## src/rtl/mvt_pkg.sv

```systemverilog
// shared types, constants and register codes for the 4x4 matrix-vector transform
package mvt_pkg;

    localparam int unsigned RowCount   = 4;
    localparam int unsigned CompW      = 32;
    localparam int unsigned CoefW      = 16;
    localparam int unsigned RowW       = RowCount * CoefW;
    localparam int unsigned ProdW      = CoefW + CompW;
    localparam int unsigned SumW       = ProdW + 2;
    localparam int unsigned CoefFrac   = 12;
    localparam int unsigned QuotW      = SumW - CoefFrac;
    localparam int unsigned CfgIdxW    = 2;

    // half of one output lsb in product units, added before the floor shift
    localparam logic signed [SumW-1:0] RoundHalf = SumW'(2048);

    // identity matrix, 1.0 in S3.12 on the diagonal
    localparam logic [RowW-1:0] RowReset [RowCount] = '{
        64'h0000_0000_0000_1000,
        64'h0000_0000_1000_0000,
        64'h0000_1000_0000_0000,
        64'h1000_0000_0000_0000
    };

    typedef logic signed [CompW-1:0] comp_t;
    typedef logic [RowW-1:0]         row_t;

    typedef enum logic [CfgIdxW-1:0] {
        CFG_ROW0 = 2'd0,
        CFG_ROW1 = 2'd1,
        CFG_ROW2 = 2'd2,
        CFG_ROW3 = 2'd3
    } cfg_idx_t;

    // per-stage load enables shared by all lanes
    typedef struct packed {
        logic en_mul;
        logic en_sum;
        logic en_sat;
    } lane_ctl_t;

endpackage

```

## src/rtl/mvt_if.sv

```systemverilog


interface mvt_res_if;
    logic                valid;
    logic                ready;
    mvt_pkg::comp_t      out_x;
    mvt_pkg::comp_t      out_y;
    mvt_pkg::comp_t      out_z;
    mvt_pkg::comp_t      out_w;
    logic                saturated;

    modport source (output valid, output out_x, output out_y, output out_z, output out_w,
                    output saturated, input ready);
    modport sink   (input valid, input out_x, input out_y, input out_z, input out_w,
                    input saturated, output ready);
endinterface


```

## src/rtl/mvt_merge.sv

```systemverilog
// output register: gathers the four lanes, merges the clip flags, holds under stall
module mvt_merge (
    input  logic                clk,
    input  logic                rst_n,
    input  logic                lane_valid,
    input  mvt_pkg::comp_t      lane_q    [mvt_pkg::RowCount],
    input  logic [mvt_pkg::RowCount-1:0] lane_clip,
    output logic                en_out,
    mvt_res_if.source           res
);

    logic           valid_reg;
    logic           valid_next;
    mvt_pkg::comp_t q_reg [mvt_pkg::RowCount];
    logic           sat_reg;

    assign en_out     = !valid_reg || res.ready;
    assign valid_next = en_out ? lane_valid : valid_reg;

    always_ff @(posedge clk or negedge rst_n)
    begin
        if (!rst_n)
        begin
            valid_reg <= 1'b0;
        end
        else
        begin
            valid_reg <= valid_next;
        end
    end

    always_ff @(posedge clk)
    begin
        if (en_out)
        begin
            q_reg   <= lane_q;
            sat_reg <= |lane_clip;
        end
    end

    assign res.valid     = valid_reg;
    assign res.out_x     = q_reg[0];
    assign res.out_y     = q_reg[1];
    assign res.out_z     = q_reg[2];
    assign res.out_w     = q_reg[3];
    assign res.saturated = sat_reg;

endmodule

```

## src/flat_wrapper.sv

```systemverilog
// flat-port wrapper written by rule: the top's interface ports become plain ports
module mvt_merge_flat 
  (clk, rst_n, lane_valid, lane_q, lane_clip, en_out, res_valid, res_out_x, res_out_y, res_out_z, res_out_w, res_saturated, res_ready);
  mvt_res_if res_i ();
  input  logic clk;
  input  logic rst_n;
  input  logic lane_valid;
  input  mvt_pkg::comp_t lane_q[mvt_pkg::RowCount];
  input  logic [mvt_pkg::RowCount-1:0] lane_clip;
  output logic en_out;
  output wire logic [$bits(res_i.valid)-1:0] res_valid;
  output wire logic [$bits(res_i.out_x)-1:0] res_out_x;
  output wire logic [$bits(res_i.out_y)-1:0] res_out_y;
  output wire logic [$bits(res_i.out_z)-1:0] res_out_z;
  output wire logic [$bits(res_i.out_w)-1:0] res_out_w;
  output wire logic [$bits(res_i.saturated)-1:0] res_saturated;
  input wire logic [$bits(res_i.ready)-1:0] res_ready;
  assign res_valid = res_i.valid;
  assign res_out_x = res_i.out_x;
  assign res_out_y = res_i.out_y;
  assign res_out_z = res_i.out_z;
  assign res_out_w = res_i.out_w;
  assign res_saturated = res_i.saturated;
  assign res_i.ready = res_ready;
  mvt_merge u_core (.clk(clk), .rst_n(rst_n), .lane_valid(lane_valid), .lane_q(lane_q), .lane_clip(lane_clip), .en_out(en_out), .res(res_i));
endmodule
```

## config.mk

```make
export PLATFORM = sky130hd
export DESIGN_NAME = mvt_merge_flat
export DESIGN_NICKNAME = d
export VERILOG_FILES = /design/src/rtl/mvt_pkg.sv /design/src/rtl/mvt_if.sv /design/src/rtl/mvt_merge.sv /design/src/flat_wrapper.sv
export SDC_FILE = /design/constraint.sdc
export NUM_CORES = 1
export LEC_CHECK = 0
export ABC_AREA = 1
export BUFFER_PORTS_ARGS = -buffer_cell sky130_fd_sc_hd__clkbuf_2
export CELL_PAD_IN_SITES_DETAIL_PLACEMENT = 1
export CELL_PAD_IN_SITES_GLOBAL_PLACEMENT = 1
export CORE_MARGIN = 4
export CORE_UTILIZATION = 35
export DETAILED_ROUTE_END_ITERATION = 10
export MAX_ROUTING_LAYER = met4
export PLACE_DENSITY_LB_ADDON = 0.2
export SYNTH_ARGS = -nofsm -noshare
export SYNTH_HDL_FRONTEND = slang
export SYNTH_SLANG_ARGS = --single-unit
export TNS_END_PERCENT = 5
```

## constraint.sdc

```tcl
create_clock -name clk -period 4.7 [get_ports clk]
set_input_delay 0.47 -clock clk [delete_from_list [all_inputs] [get_ports clk]]
set_output_delay 0.47 -clock clk [all_outputs]
set_load 0.01 [all_outputs]
```

==> summary.md <==
| Metric | Value |
|---|---|
| LEAKAGE | around 0.0027 uW |
| Worst Path Required | between 4 and 5 ns |
| Placer Congestion | approximately 0.73 |
| Most common cell after layout, fill and taps aside | clkbuf_2 |
| CP max FO | approximately 130 |
| Simple-gate share of the synthesized area | 0.00605 |
| Placed cells | roughly 540 |
| CTS clk-pin slew, worst paths | 0.05 ns |
| Initial DRC Count | a little over 90 |
| Routed wire length | 10500 um |
| Fmax | 0.435 GHz |
| Filler Cell Count | between 1000 and 1500 |
| Largest net degree at the start of global routing | 132 |
| Core area | about 11000 um2 |
| Crit path time final | 2.30 ns |
| Non-Filler Instances | 576 |
| Via/cell ratio | roughly 4.3 |
| # setup viols final | 0 |
| Global-route wire length before repair | around 15000 um |
| Clk Latency, worst-skew pair | ~0.40 ns |
| Sink Count | 130 |
| Maxcap violations | 0 |
| Final worst-path cycle share | 0.489 |
| H-tree Lvls | 4 |
| Wire per inst | around 18 um |
| Worst vdd ir | approximately 0.00024 V |
| Post-Syn Area | between 3000 and 4000 um2 |
| Main combinational cell family by area after synthesis | simple AND/OR/NAND/NOR gates |
| Largest buffer count on any clock path | 2 |
| Post-route DRC violation count | 0 |
| Vert. Die Dim | roughly 110 um |
| Syn. warnings | 0 |
| Port Buffers | around 270 |
| Die width | 114 um |
| Synth Area in XOR/XNOR | 0 |
| Layout cells sized above 1 | 0.677 |
| Register area share after synthesis | 0.992 |
| CTS tree | yes |
| Synth Area in Adders | 0 |
| Synthesized area per cell | 28.7 um2 |
| Status | finished, final reports clean |
| Initial Utilization | 0.359 |
| Initial antenna violation count | 0 |
| TritonRoute pass-1 iters | 4 |
| Synth-to-Final Area Change | 53.9% |
| Final antenna-violating net count | 0 |
| Max-slew headroom | 0.358 |
| Kind of critical path | flip-flop to output pin |
| Hold Path Origin | lane_q[117] |
| DR vias | 2468 |
| Worst Setup SP | u_core.res.valid |
| Mux share of post-synthesis cell area | 0 |
| Post-synthesis cell type count | 6 |
| N_diodes | 0 |
| Vias in the first global route | approximately 2700 |
| Post-synthesis compound-gate area fraction | 0 |
| Hold WC Path Type | primary input to flip-flop |
| #FFs+latches synth | 130 |
| Most frequent cells in the layout | 266 x clkbuf_2, 129 x edfxtp_1, 17 x clkbuf_16 |
| CTS Buf Count | 17 |
| Overall Global Routing Usage | 0.166 |
| RSZ-0062 raised after global routing | no |
| Setup_tns | 0 ns |
| Clk root buf | clkbuf_16 |
| CP Launch Type | flip-flop |
| Synth Instances | roughly 140 |
| Row cnt | 38 |
| Worst r2r src | u_core.res.valid |
| Net count after synthesis | around 270 |
| Clk_skew | 0.0104 ns |
| Least-Margin Pin Slew | slightly below 1 ns |
| Pwr per Cell Area | between 400 and 500 nW/um2 |
| I/O pin count | roughly 270 |
| Nets | ~560 |
| Die Area | 13000 um2 |
| Final Hold Violating Endpoints | 0 |
| Max Slew Vio Count | 0 |
| Remaining Overflow, GRT | 0 |
| Worst path arrival time | about 1.8 ns |
| Post-DP HPWL | between 8000 and 9000 um |
| CP Capture Type | output pin |
## where the power goes
| group | leakage, uW | total (uW) | switching, uW | internal [uW] |
|---|---|---|---|---|
| Sequential | 0.00131 | 1400 | 22.5 | 1380 |
| Combinational | 0.00113 | 212 | 122 | 90.3 |
| Clock | 0.000291 | 1280 | 429 | 849 |
| Total | 0.00273 | 2890 | 573 | 2310 |
## cells in the mapped netlist
library cell,number,share of area
nor2_1,2,0.0019
nand2_2,2,0.0032
inv_1,2,0.0019
edfxtp_1,129,0.99
nand2_1,1,0.00095
dfrtp_1,1,0.0064
## final timing paths
kind | to | slack (ns) | depth (start not counted)
worst max-delay path | en_out | 2.40 | 2
worst min-delay path | u_core.res.out_x[21] | 0.24 | 1
worst max register to register | u_core.res.out_x[0] | 3.09 | 1
worst min register to register | u_core.res.valid | 1.21 | 2
max in group asynchronous | u_core.res.valid | 4.25 | 2
min in group asynchronous | u_core.res.valid | 0.37 | 2
## routing by layer
metal,GRT usage,wire length (um),vias to the layer above
li1,-,-,1129
met1,0.165,3600,1155
met2,0.269,5350,171
met3,0.0886,1380,13
met4,0.0728,187,0
met5,-,0,-
## cell type report
class	count	area, um2	share of cell area
inverter	2	7.51	0.00124
clock buffer	27	513	0.0848
clock inverter	5	75.1	0.0124
timing repair buffer	267	1340	0.222
multi-input combinational	5	37.5	0.00621
sequential	130	3900	0.645
tap	140	175	0.0290
## worst max-delay path: stages (launching register included)
cell	delay, ns
dfrtp_1	0.43
nand2_8	0.70
clkbuf_2	0.27
## per-stage QoR
step	instance area, um2	setup slack (ns)	hold WS (ns)	power [uW]	util
finish	6050	2.40	0.244	2890	0.553
global route	6050	2.27	0.219	3010	0.553
CTS	6050	2.34	0.221	2930	0.553
detailed placement	5450	2.60	0.246	1640	0.498
global placement	5450	2.62	0.245	1630	0.498
floorplan	3930	2.14	0.174	1490	-
## kinds of logic (layout without fill, tap and decap cells)
logic type,after synthesis,in the layout
buffers and inverters,2,301
DFF,130,130
and+or+nand+nor,5,5
## repair_timing
action                                  in CTS  in global routing
hold buffers                                 1                  0
endpoints found under the setup margin       0                  0
gates resized for setup                      0                  0
hold endpoints to repair                     1                  0
setup buffers                                0                  0
No activity file was read; power rests on OpenSTA's default activity.
